$ cat src/rtl/core/box_blur_3x3_edge_adaptive_top_assert.svh
// Assertion macros for the 3x3 box blur block.
// Included by the top-level RTL file, which carries the concurrent checks; depends on nothing.
`ifndef BOX_BLUR_3X3_EDGE_ADAPTIVE_TOP_ASSERT_SVH
`define BOX_BLUR_3X3_EDGE_ADAPTIVE_TOP_ASSERT_SVH

// Plain property, checked while out of reset.
`define BB3_ASSERT(lbl, clk, rstn, prop, msg) \
  lbl: assert property (@(posedge clk) disable iff (!rstn) (prop)) else $error(msg);

// Same-cycle implication, checked while out of reset.
`define BB3_ASSERT_IMPLY(lbl, clk, rstn, ante, cons, msg) \
  lbl: assert property (@(posedge clk) disable iff (!rstn) (ante) |-> (cons)) else $error(msg);

// Next-cycle implication, checked while out of reset.
`define BB3_ASSERT_NEXT(lbl, clk, rstn, ante, cons, msg) \
  lbl: assert property (@(posedge clk) disable iff (!rstn) (ante) |=> (cons)) else $error(msg);

`endif

$ cat src/rtl/core/bb3_pkg.sv
// Shared types, constants and helper functions of the 3x3 box blur.
// No dependencies; used by every module of the block.
`default_nettype none

package bb3_pkg;

  localparam int MAX_WIDTH_DEF  = 1024;
  localparam int MAX_HEIGHT_DEF = 4096;

  localparam int FW_W       = 11;
  localparam int FH_W       = 13;
  localparam int CFG_IDX_W  = 1;
  localparam int CFG_DATA_W = 13;
  localparam int ROW_W      = 12;
  localparam int COL_W      = 10;
  localparam int SUM_W      = 12;
  localparam int CNT_W      = 4;
  localparam int RECIP_W    = 18;
  localparam int RECIP_SH   = 18;

  localparam logic [CFG_IDX_W-1:0] REG_FRAME_WIDTH  = 1'b0;
  localparam logic [CFG_IDX_W-1:0] REG_FRAME_HEIGHT = 1'b1;

  localparam logic [FW_W-1:0] FW_RESET = 11'd640;
  localparam logic [FH_W-1:0] FH_RESET = 13'd480;

  typedef struct packed {
    logic [7:0] in_red;
    logic [7:0] in_green;
    logic [7:0] in_blue;
  } in_beat_t;

  typedef struct packed {
    logic [7:0]       out_red;
    logic [7:0]       out_green;
    logic [7:0]       out_blue;
    logic [ROW_W-1:0] out_row;
    logic [COL_W-1:0] out_col;
    logic             run_last;
  } out_beat_t;

  typedef struct packed {
    logic [7:0] red;
    logic [7:0] green;
    logic [7:0] blue;
  } pix_t;

  typedef struct packed {
    pix_t older;
    pix_t newer;
  } line_t;

  typedef struct packed {
    logic [2:0] row_mask;
    logic [2:0] col_mask;
  } sel_t;

  typedef struct packed {
    logic [SUM_W-1:0] sum_red;
    logic [SUM_W-1:0] sum_green;
    logic [SUM_W-1:0] sum_blue;
  } sums_t;

  typedef struct packed {
    sums_t            sums;
    logic [CNT_W-1:0] cnt;
    logic [ROW_W-1:0] out_row;
    logic [COL_W-1:0] out_col;
    logic             run_last;
  } issue_t;

  typedef enum logic [1:0] {
    ST_IDLE,
    ST_UPD,
    ST_GEN
  } fsm_e;

  function automatic logic [1:0] ones3(logic [2:0] m);
    return 2'(m[0]) + 2'(m[1]) + 2'(m[2]);
  endfunction

  function automatic logic [CNT_W-1:0] cell_count(sel_t s);
    return CNT_W'(ones3(s.row_mask)) * CNT_W'(ones3(s.col_mask));
  endfunction

  // ceil(2^18 / (2n)); exact quotient for every dividend below 2^13
  function automatic logic [RECIP_W-1:0] recip(logic [CNT_W-1:0] n);
    logic [RECIP_W-1:0] m;
    case (n)
      4'd1:    m = 18'd131072;
      4'd2:    m = 18'd65536;
      4'd3:    m = 18'd43691;
      4'd4:    m = 18'd32768;
      4'd6:    m = 18'd21846;
      4'd9:    m = 18'd14564;
      default: m = 18'd131072;
    endcase
    return m;
  endfunction

endpackage

`default_nettype wire

$ cat src/rtl/core/bb3_window.sv
// 3x3 pixel window with masked per-channel sums over the clipped neighborhood.
// Depends on bb3_pkg for pixel, select and sum types.
`default_nettype none

module bb3_window (
  input  wire logic          clk_i,
  input  wire logic          rst_ni,
  input  wire logic          shift_i,
  input  wire bb3_pkg::pix_t top_i,
  input  wire bb3_pkg::pix_t mid_i,
  input  wire bb3_pkg::pix_t bot_i,
  input  wire bb3_pkg::sel_t sel_i,
  output bb3_pkg::sums_t     sums_o
);

  bb3_pkg::pix_t win_q [3][3];

  always_ff @(posedge clk_i or negedge rst_ni) begin
    if (!rst_ni) begin
      for (int k = 0; k < 3; k++) begin
        for (int m = 0; m < 3; m++) begin
          win_q[k][m] <= '0;
        end
      end
    end else if (shift_i) begin
      for (int k = 0; k < 3; k++) begin
        win_q[k][0] <= win_q[k][1];
        win_q[k][1] <= win_q[k][2];
      end
      win_q[0][2] <= top_i;
      win_q[1][2] <= mid_i;
      win_q[2][2] <= bot_i;
    end
  end

  always_comb begin
    sums_o = '0;
    for (int k = 0; k < 3; k++) begin
      for (int m = 0; m < 3; m++) begin
        if (sel_i.row_mask[k] && sel_i.col_mask[m]) begin
          sums_o.sum_red   = sums_o.sum_red   + bb3_pkg::SUM_W'(win_q[k][m].red);
          sums_o.sum_green = sums_o.sum_green + bb3_pkg::SUM_W'(win_q[k][m].green);
          sums_o.sum_blue  = sums_o.sum_blue  + bb3_pkg::SUM_W'(win_q[k][m].blue);
        end
      end
    end
  end

endmodule

`default_nettype wire

$ cat config.mk
export PLATFORM = sky130hd
export DESIGN_NAME = bb3_window
export DESIGN_NICKNAME = d
export VERILOG_FILES = /design/src/rtl/core/box_blur_3x3_edge_adaptive_top_assert.svh /design/src/rtl/core/bb3_pkg.sv /design/src/rtl/core/bb3_window.sv
export SDC_FILE = /design/constraint.sdc
export NUM_CORES = 1
export LEC_CHECK = 0
export BUFFER_PORTS_ARGS = -buffer_cell sky130_fd_sc_hd__buf_4
export CORE_MARGIN = 3
export CORE_UTILIZATION = 63
export DETAILED_ROUTE_END_ITERATION = 10
export PLACE_DENSITY = 0.9
export REMOVE_ABC_BUFFERS = 1
export SLEW_MARGIN = 20
export SYNTH_ARGS = -nofsm -noshare
export SYNTH_HDL_FRONTEND = slang
export SYNTH_SLANG_ARGS = --single-unit
$ cat constraint.sdc
create_clock -name clk_i -period 19.65 [get_ports clk_i]
set_clock_uncertainty 0.2 [all_clocks]
set_input_delay 3.93 -clock clk_i [delete_from_list [all_inputs] [get_ports clk_i]]
set_output_delay 3.93 -clock clk_i [all_outputs]
set_load 0.02 [all_outputs]
==> metrics.txt <==
worst hold endpoint win_q[212]$_DFFE_PN0P_; CTS Root Cell clkbuf_16; Setup Crit Path Kind in2out; hold depth 1; Worst slew margin 33.5%; Critical Path AT 14610 ps; vias 16600; synth warn 0; Yosys reg bits 216; Mapped Area 19200 um2; wire length per cell 18.5 um; gr usage total 28.5%; chip height 181 um; share of Yosys cell area claimed by the top area cell type 28.1%; VDD IR max 95.0 uV; setup ws final 906 ps; width of the die 181 um; first-pass GRT wire length 79.9 mm; worst slack, placed 1290 ps; R2R Path End win_q[111]$_DFFE_PN0P_; number of cell rows 63; most frequent cells in the layout mux2_2 (249), dfrtp_1 (216), ha_1 (192); CTS tree built; clock sink total 216; biggest area consumer among synthesized cells dfrtp_1; Post-CTS Setup Bufs 0; hold-fix buffers at CTS 0; initial antenna violation count 0; Via density 6.39; Fmax 53.3 MHz; Post-Layout Cell Count 2591; synthesis-to-finish area growth 11.1%; commonest non-fill, non-tap cell in the layout mux2_2; H-tree levels 1; Filler cells 2088; CTS clock-pin slew for the worst setup and hold paths 60 ps; dpl hpwl 34.5 mm; worst hold margin 305 ps; top-level I/O count 117; post-CTS resize count 0; status complete, no violations; buffer depth of the longest clock path 3; CP peak stage delay 550 ps; 1st-pass router iterations 5; crit path max fanout 29; cts bufs inserted 26; Period minus WS final 18740 ps; Tightest Hold Check Type reg2reg; nature of the critical path endpoint primary output; vias in the first global route 16800; Final Util 71.4%; slew of the pin with the lowest slew margin 997 ps; Final ANT Viol Nets 0; Syn Inst Count 2096; max reg flops 216; Cell variety after synth 79; total gr overflow 0; clk_lat worst skew 540 ps; placed insts 2546; worst r2r src win_q[87]$_DFFE_PN0P_; Tcrit/Tclk final 95.4%; nets@finish 2482; P per Cell Area 114 nW/um2; gpl congestion 0.861; WL final 47.9 mm; share of cells above drive strength 1 20.0%; area of the core 29900 um2; Top reg by flops win_q; fin. max-slew vios 0; Buffers on Ports 116; Die ar. 32600 um2; hold path start win_q[212]$_DFFE_PN0P_; RSZ-0062 raised after global routing no; Synth Flop Type dfrtp_1; post-synthesis sequential area ratio 28.1%; CP required 15520 ps; syn_area_per_cell 9.17 um2; LEAKAGE 0.00963 uW; initial DRC count 1171; reg2reg setup slack 18580 ps; largest cells by area after synthesis dfrtp_1 (28%), mux2_2 (15%), ha_1 (13%), o21ai_0 (4.7%), xnor2_1 (3.7%); maxcap violations 0; Worst path slowest cell o211ai_1; Async S/R FF share, synth 100%; cells on worst reg2reg path 1; Worst setup SP type primary input; number of synthesized flops with an enable pin 0; top flop regs win_q: 216 flops; largest net degree at the start of global routing 158; final setup fails 0; setup TNS 0 ps; Fin. Hold Viols 0; starting density of the core 64.3%; DRC Markers 0; antenna cells 0; most used cell, CP ha_1
synthesized netlist by cell type, types with 5 or more instances:
cell type  count
mux2_2       249
dfrtp_1      216
ha_1         192
o21ai_0      182
nor2_1       149
nand2_1      143
a21oi_1      137
inv_1        126
xnor2_1       82
clkbuf_1      64
o21a_1        52
nor2b_1       46
a21o_1        40
a211oi_1      37
nor3_1        31
xor2_1        30
and3_1        25
fa_1          24
o21bai_1      24
nand2b_1      23
o31ai_1       20
a21boi_0      18
mux2i_1       16
a31oi_1       15
and2_1        14
o31a_1        14
nand3_1       12
o211ai_1       9
or3_1          9
nor4_1         5
or4_1          5
where the power goes:
part / switching (uW) / internal (uW)
Sequential: 57.5 / 510
Combinational: 750 / 611
Clock: 197 / 315
Total: 1010 / 1440
per-layer routing:
| layer | track usage, % | share of wire (%) |
|---|---|---|
| met5 | 0 | 0 |
| met4 | 11.1 | 3.4 |
| met3 | 3.90 | 6.4 |
| met2 | 48.4 | 48 |
| met1 | 36.9 | 42 |
cell families after synthesis:
family                   synth area share [%]
AND/OR/NAND/NOR                          11.8
AO/OA/AOI/OAI                            19.6
adder cells (fa/ha/maj)                  15.2
buffers and inverters                    3.79
flip-flops                               28.1
XOR/XNOR                                 6.09
multiplexers                             15.4
worst max path at each step:
stage	from	slack, ps	to
6_report	sel_i[0]	910	sums_o[35]
5_1_grt	sel_i[3]	240	sums_o[35]
4_1_cts	sel_i[3]	1140	sums_o[35]
3_5_place_dp	sel_i[0]	1290	sums_o[35]
3_3_place_gp	sel_i[3]	1850	sums_o[35]
2_1_floorplan	sel_i[0]	2770	sums_o[23]
layout make-up:
type	count	area, um2	area share, %
clock inverters	11	158	0.739
clock buffers	33	738	3.46
inverters	126	473	2.22
repair buffers	129	1000	4.70
multi-input cells	1686	13100	61.3
well taps	390	488	2.29
flip-flops and latches	216	5410	25.3
per-stage QoR:
stage / area, um2 / power (uW)
floorplan: 19000 / 1570
CTS: 21300 / 2430
detailed placement: 20400 / 1890
finish: 21300 / 2440
global route: 21300 / 2620
global placement: 20400 / 1810
worst max-delay path, delay by kind of cell:
kind / cells / cell delay [ps]
xor+xnor: 1 / 150
buf+inv: 5 / 660
mux: 2 / 560
simple gates: 10 / 1520
fa+ha+maj: 9 / 2790
compound gates: 25 / 4970
(Power assumes the default switching activity.)
