--- config.mk ---
export PLATFORM = sky130hd
export DESIGN_NAME = bb3_mean
export DESIGN_NICKNAME = d
export VERILOG_FILES = /design/src/rtl/core/box_blur_3x3_edge_adaptive_top_assert.svh /design/src/rtl/core/bb3_pkg.sv /design/src/rtl/core/bb3_mean.sv
export SDC_FILE = /design/constraint.sdc
export NUM_CORES = 1
export LEC_CHECK = 0
export BUFFER_PORTS_ARGS = -buffer_cell sky130_fd_sc_hd__buf_2
export CAP_MARGIN = 20
export CELL_PAD_IN_SITES_DETAIL_PLACEMENT = 1
export CELL_PAD_IN_SITES_GLOBAL_PLACEMENT = 2
export CORE_ASPECT_RATIO = 1.25
export CORE_MARGIN = 3
export CORE_UTILIZATION = 42
export CTS_BUF_LIST = sky130_fd_sc_hd__clkbuf_8 sky130_fd_sc_hd__clkbuf_16
export DETAILED_ROUTE_END_ITERATION = 6
export GPL_TIMING_DRIVEN = 0
export PLACE_DENSITY = 0.94
export SLEW_MARGIN = 20
export SYNTH_ARGS = -nofsm -noshare
export SYNTH_HDL_FRONTEND = slang
export SYNTH_SLANG_ARGS = --single-unit
--- constraint.sdc ---
create_clock -name clk_i -period 7.9 [get_ports clk_i]
set_input_delay 1.185 -clock clk_i [delete_from_list [all_inputs] [get_ports clk_i]]
set_output_delay 1.185 -clock clk_i [all_outputs]
set_load 0.02 [all_outputs]
--- src/rtl/core/box_blur_3x3_edge_adaptive_top_assert.svh ---
// Assertion macros for the 3x3 box blur block.
// Included by the top-level RTL file, which carries the concurrent checks; depends on nothing.
`ifndef BOX_BLUR_3X3_EDGE_ADAPTIVE_TOP_ASSERT_SVH
`define BOX_BLUR_3X3_EDGE_ADAPTIVE_TOP_ASSERT_SVH

// Plain property, checked while out of reset.
`define BB3_ASSERT(lbl, clk, rstn, prop, msg) \
  lbl: assert property (@(posedge clk) disable iff (!rstn) (prop)) else $error(msg);

// Same-cycle implication, checked while out of reset.
`define BB3_ASSERT_IMPLY(lbl, clk, rstn, ante, cons, msg) \
  lbl: assert property (@(posedge clk) disable iff (!rstn) (ante) |-> (cons)) else $error(msg);

// Next-cycle implication, checked while out of reset.
`define BB3_ASSERT_NEXT(lbl, clk, rstn, ante, cons, msg) \
  lbl: assert property (@(posedge clk) disable iff (!rstn) (ante) |=> (cons)) else $error(msg);

`endif

--- src/rtl/core/bb3_pkg.sv ---
// Shared types, constants and helper functions of the 3x3 box blur.
// No dependencies; used by every module of the block.
`default_nettype none

package bb3_pkg;

  localparam int MAX_WIDTH_DEF  = 1024;
  localparam int MAX_HEIGHT_DEF = 4096;

  localparam int FW_W       = 11;
  localparam int FH_W       = 13;
  localparam int CFG_IDX_W  = 1;
  localparam int CFG_DATA_W = 13;
  localparam int ROW_W      = 12;
  localparam int COL_W      = 10;
  localparam int SUM_W      = 12;
  localparam int CNT_W      = 4;
  localparam int RECIP_W    = 18;
  localparam int RECIP_SH   = 18;

  localparam logic [CFG_IDX_W-1:0] REG_FRAME_WIDTH  = 1'b0;
  localparam logic [CFG_IDX_W-1:0] REG_FRAME_HEIGHT = 1'b1;

  localparam logic [FW_W-1:0] FW_RESET = 11'd640;
  localparam logic [FH_W-1:0] FH_RESET = 13'd480;

  typedef struct packed {
    logic [7:0] in_red;
    logic [7:0] in_green;
    logic [7:0] in_blue;
  } in_beat_t;

  typedef struct packed {
    logic [7:0]       out_red;
    logic [7:0]       out_green;
    logic [7:0]       out_blue;
    logic [ROW_W-1:0] out_row;
    logic [COL_W-1:0] out_col;
    logic             run_last;
  } out_beat_t;

  typedef struct packed {
    logic [7:0] red;
    logic [7:0] green;
    logic [7:0] blue;
  } pix_t;

  typedef struct packed {
    pix_t older;
    pix_t newer;
  } line_t;

  typedef struct packed {
    logic [2:0] row_mask;
    logic [2:0] col_mask;
  } sel_t;

  typedef struct packed {
    logic [SUM_W-1:0] sum_red;
    logic [SUM_W-1:0] sum_green;
    logic [SUM_W-1:0] sum_blue;
  } sums_t;

  typedef struct packed {
    sums_t            sums;
    logic [CNT_W-1:0] cnt;
    logic [ROW_W-1:0] out_row;
    logic [COL_W-1:0] out_col;
    logic             run_last;
  } issue_t;

  typedef enum logic [1:0] {
    ST_IDLE,
    ST_UPD,
    ST_GEN
  } fsm_e;

  function automatic logic [1:0] ones3(logic [2:0] m);
    return 2'(m[0]) + 2'(m[1]) + 2'(m[2]);
  endfunction

  function automatic logic [CNT_W-1:0] cell_count(sel_t s);
    return CNT_W'(ones3(s.row_mask)) * CNT_W'(ones3(s.col_mask));
  endfunction

  // ceil(2^18 / (2n)); exact quotient for every dividend below 2^13
  function automatic logic [RECIP_W-1:0] recip(logic [CNT_W-1:0] n);
    logic [RECIP_W-1:0] m;
    case (n)
      4'd1:    m = 18'd131072;
      4'd2:    m = 18'd65536;
      4'd3:    m = 18'd43691;
      4'd4:    m = 18'd32768;
      4'd6:    m = 18'd21846;
      4'd9:    m = 18'd14564;
      default: m = 18'd131072;
    endcase
    return m;
  endfunction

endpackage

`default_nettype wire

--- src/rtl/core/bb3_mean.sv ---
// Two-stage result pipeline: registered sums, then reciprocal multiply into the
// output register. Depends on bb3_pkg for issue and result types.
`default_nettype none

module bb3_mean (
  input  wire logic            clk_i,
  input  wire logic            rst_ni,
  input  wire logic            iss_valid_i,
  output logic                 iss_ready_o,
  input  wire bb3_pkg::issue_t iss_i,
  output logic                 out_valid_o,
  input  wire logic            out_stall_i,
  output bb3_pkg::out_beat_t   out_data_o
);

  localparam int X_W = bb3_pkg::SUM_W + 1;
  localparam int P_W = X_W + bb3_pkg::RECIP_W;

  function automatic logic [7:0] mean8(logic [bb3_pkg::SUM_W-1:0] s,
                                       logic [bb3_pkg::CNT_W-1:0] n);
    logic [X_W-1:0] x;
    logic [P_W-1:0] p;
    x = {s, 1'b0} + X_W'(n);
    p = P_W'(x) * P_W'(bb3_pkg::recip(n));
    return p[bb3_pkg::RECIP_SH +: 8];
  endfunction

  logic               s1_valid_q, s1_valid_d;
  bb3_pkg::issue_t    s1_q;
  logic               out_valid_q, out_valid_d;
  bb3_pkg::out_beat_t out_q, out_d;
  logic               out_free, s1_adv, s1_load;

  assign out_free    = !out_valid_q || !out_stall_i;
  assign s1_adv      = s1_valid_q && out_free;
  assign iss_ready_o = !s1_valid_q || out_free;
  assign s1_load     = iss_valid_i && iss_ready_o;

  always_comb begin
    s1_valid_d  = s1_load ? 1'b1 : (s1_adv ? 1'b0 : s1_valid_q);
    out_valid_d = s1_adv ? 1'b1 : (out_free ? 1'b0 : out_valid_q);
    out_d.out_red   = mean8(s1_q.sums.sum_red,   s1_q.cnt);
    out_d.out_green = mean8(s1_q.sums.sum_green, s1_q.cnt);
    out_d.out_blue  = mean8(s1_q.sums.sum_blue,  s1_q.cnt);
    out_d.out_row   = s1_q.out_row;
    out_d.out_col   = s1_q.out_col;
    out_d.run_last  = s1_q.run_last;
  end

  always_ff @(posedge clk_i or negedge rst_ni) begin
    if (!rst_ni) begin
      s1_valid_q  <= 1'b0;
      out_valid_q <= 1'b0;
    end else begin
      s1_valid_q  <= s1_valid_d;
      out_valid_q <= out_valid_d;
    end
  end

  always_ff @(posedge clk_i) begin
    if (s1_load) begin
      s1_q <= iss_i;
    end
    if (s1_adv) begin
      out_q <= out_d;
    end
  end

  assign out_valid_o = out_valid_q;
  assign out_data_o  = out_q;

endmodule

`default_nettype wire

==> run summary <==
Crit. End Element: flop
Avg Inst Size Synth: 10.29 sq um
H-tree lvl count: 3
PortBufs: 115
Grt ovf: 0
Wirelength per Cell: 21.32 um
Setup TNS: 0 ns
Maximum VDD drop: 0.0001614 V
Largest cells by area after synthesis: fa_1 45%, edfxtp_1 16%, inv_1 12%
Hold path start: out_d[8]$_DFFE_PP_
Core Region: 0.04733 sq mm
Total clock buffers created by CTS: 9
Total Power: 3.506 mW
Clk sink count: 112
Synth unique cells: 68
Vias: 13910
Dpl ws: -0.7253 ns
Register area share after synthesis: 16.61%
Critical R2R Capture: out_data_o[30]$_DFFE_PP_
Hold endpoint: out_data_o[8]$_DFFE_PP_
Final instance area: 0.02215 sq mm
Fraction of layout cells with a size suffix above 1: 8.932%
Pin count of the biggest net entering global routing: 36
Crit-path max FO: 10
Final net count: 2793
MaxCap Viol Count: 0
Post-Route WL: 58.70 mm
Routed met2 length: 31.36 mm
Fmax: 131.3 MHz
Area of the die: 0.05076 sq mm
Clock transition at the registers of the reported paths: 0.09 ns
Hold path depth: 0
Row cnt: 89
Antenna diodes: 0
Chip height: 251.1 um
Slack of the critical path: 0.2842 ns
Yosys warns: 0
CTS hold repair buffers: 0
Ys async rst share: 1.786%
Max-slew violations: 0
I/O pin total: 116
Hold Path Class: flop to flop
Yosys reg bits: 112
Area post-placement: 0.02171 sq mm
Startpoint types: flop
Kind of critical path: flop to flop
Status: finished, final reports clean
Worst Max-Slew Pin Slew: 0.8946 ns
Dominant cell type by area after synthesis: fa_1
Post-Route M1 WL: 21.66 mm
RD Place Congestion: 0.9641
Initial DRC count: 652
Reg-to-Reg Start: s1_q[26]$_DFFE_PP_
FF-to-FF path depth: 23
Minimum clock period: 7.616 ns
Power per cell area: 158.3 mW/mm^2
Yosys top cell area share: 44.62%
Clock Skew: 0.02361 ns
CTS tree: yes
Netlist Area Pre-Place: 0.02019 sq mm
Reg2Reg Setup Slack: 0.28 ns
Final setup vio count: 0
CP Data Required Time: 8.03 ns
Residual DRC: 0
Final HPWL DP: 51.37 mm
Cells after Synth: 1963
DR top layer: met4
Vias/cell: 5.051
CTS Root Cell: clkbuf_16
Post-synth EDFFs: 110
Initial Util: 42.66%
Worst Path Arrival: 7.75 ns
Final hold violations: 0
Die span in x: 202.1 um
Drt pass-1 iters: 5
P_leak: 11.67 nW
Clk_lat worst skew: 0.40 ns
Routed Antenna Nets: 0
Final period util: 96.40%
Worst-case clock buffer depth: 2
Total track usage: 24.38%
Initial antenna violation count: 1
Routed wl met3: 2.502 mm
Area growth syn-to-layout: 9.723%
Vias in the first global route: 16610
Hold WS: 0.4209 ns
Worst relative slew slack: 40.36%
Ys flop type: edfxtp_1
First-pass GRT wire length: 93.66 mm
-- cell families after synthesis --
| family | synth area share [%] |
|---|---|
| buf+inv | 12.53 |
| xor+xnor | 4.301 |
| compound gates | 3.229 |
| simple gates | 8.453 |
| other cells | 0.03720 |
| flops | 16.61 |
| fa+ha+maj | 54.84 |
-- area by class of cell --
cell class                 count  area (sq um)
fill                        5354         25170
multi-input combinational   1193         14400
clock buffer                   9         225.2
timing repair buffer         127         730.7
clock inverter                 7         96.34
tap                          637         797.0
inverter                     642          2414
sequential                   112          3353
buffer                        26         140.1
-- power by group --
| part | total, mW | switching (mW) | leakage (nW) | internal [mW] |
|---|---|---|---|---|
| Clock | 0.513 | 0.280 | 0.156 | 0.233 |
| Sequential | 0.832 | 0.0371 | 1.08 | 0.795 |
| Combinational | 2.16 | 1.31 | 10.4 | 0.849 |
| Total | 3.51 | 1.63 | 11.7 | 1.88 |
-- stage by stage --
step           std cells  utilization [%]
3_3_place_gp        2725            45.64
5_1_grt             2753            46.81
3_5_place_dp        2728            45.87
6_report            2753            46.81
4_1_cts             2744            46.60
2_1_floorplan       1973                -
-- cells in the mapped netlist, types with 3 or more instances --
cell,instances
o21ai_0,9
or2_2,4
and4_1,5
nand2b_1,5
fa_1,450
a21o_2,3
or3_1,5
nand2_1,167
and2_1,16
nand3_1,16
a211oi_1,3
ha_1,165
a221oi_1,3
xnor2_1,56
nand4_1,10
o211ai_1,3
o31ai_1,3
inv_1,641
nor3_1,7
clkbuf_1,20
nor2_1,122
nor4_2,3
xor2_1,38
a21oi_1,21
nor4_1,3
and3_1,6
a21o_1,17
edfxtp_1,110
-- worst max-delay path: stages (launching register included) --
cell,delay (ns)
edfxtp_1,0.53
buf_6,0.20
or2b_1,0.25
or2_2,0.30
clkbuf_1,0.36
nand2_1,0.48
clkbuf_2,0.44
nand2_1,0.14
fa_1,0.53
fa_1,0.58
inv_1,0.07
fa_1,0.46
fa_1,0.50
inv_1,0.05
fa_1,0.47
inv_1,0.04
ha_1,0.29
a21oi_1,0.13
a21boi_0,0.13
o311a_1,0.39
o2111ai_1,0.32
nand2_1,0.08
o221ai_1,0.30
xnor3_1,0.28
-- state kept, by name, summed over array words and instances, names as in the netlist --
name	flops
out_data_o	47
s1_q	40
out_d	23
out_valid_o	1
s1_valid_q	1
-- how the worst max path moves through the flow --
stage | start | endpoint | cells past startpoint
after floorplan | s1_q[25]$_DFFE_PP_ | out_data_o[37]$_DFFE_PP_ | 23
after global placement | s1_q[25]$_DFFE_PP_ | out_data_o[30]$_DFFE_PP_ | 25
after detailed placement | s1_q[25]$_DFFE_PP_ | out_data_o[46]$_DFFE_PP_ | 24
after CTS | s1_q[25]$_DFFE_PP_ | out_data_o[30]$_DFFE_PP_ | 23
after global routing | s1_q[26]$_DFFE_PP_ | out_data_o[37]$_DFFE_PP_ | 25
final | s1_q[26]$_DFFE_PP_ | out_data_o[30]$_DFFE_PP_ | 23
-- routing by layer --
metal / GRT usage, % / vias up
met5: 0 / -
met4: 11.88 / 0
met3: 3.031 / 163
met2: 45.05 / 416
met1: 27.93 / 7286
li1: - / 6040
-- placed cells by master, fill, tap and decap left out, types with 15 or more instances in the layout --
cell type	Yosys	final
inv_1	641	640
fa_1	450	450
nand2_1	167	167
ha_1	165	165
nor2_1	122	119
buf_2	2	117
edfxtp_1	110	110
xnor2_1	56	56
xor2_1	38	38
a21oi_1	21	21
a21o_1	17	17
nand3_1	16	16
and2_1	16	15
-- repair_timing --
action                                  4_1_cts  5_1_grt
pin swaps                                     0        1
endpoints found under the hold margin         0        0
resized for setup                            10        9
buffers inserted                              0        9
endpoints found under the setup margin       24       13
(Power assumes the default switching activity.)
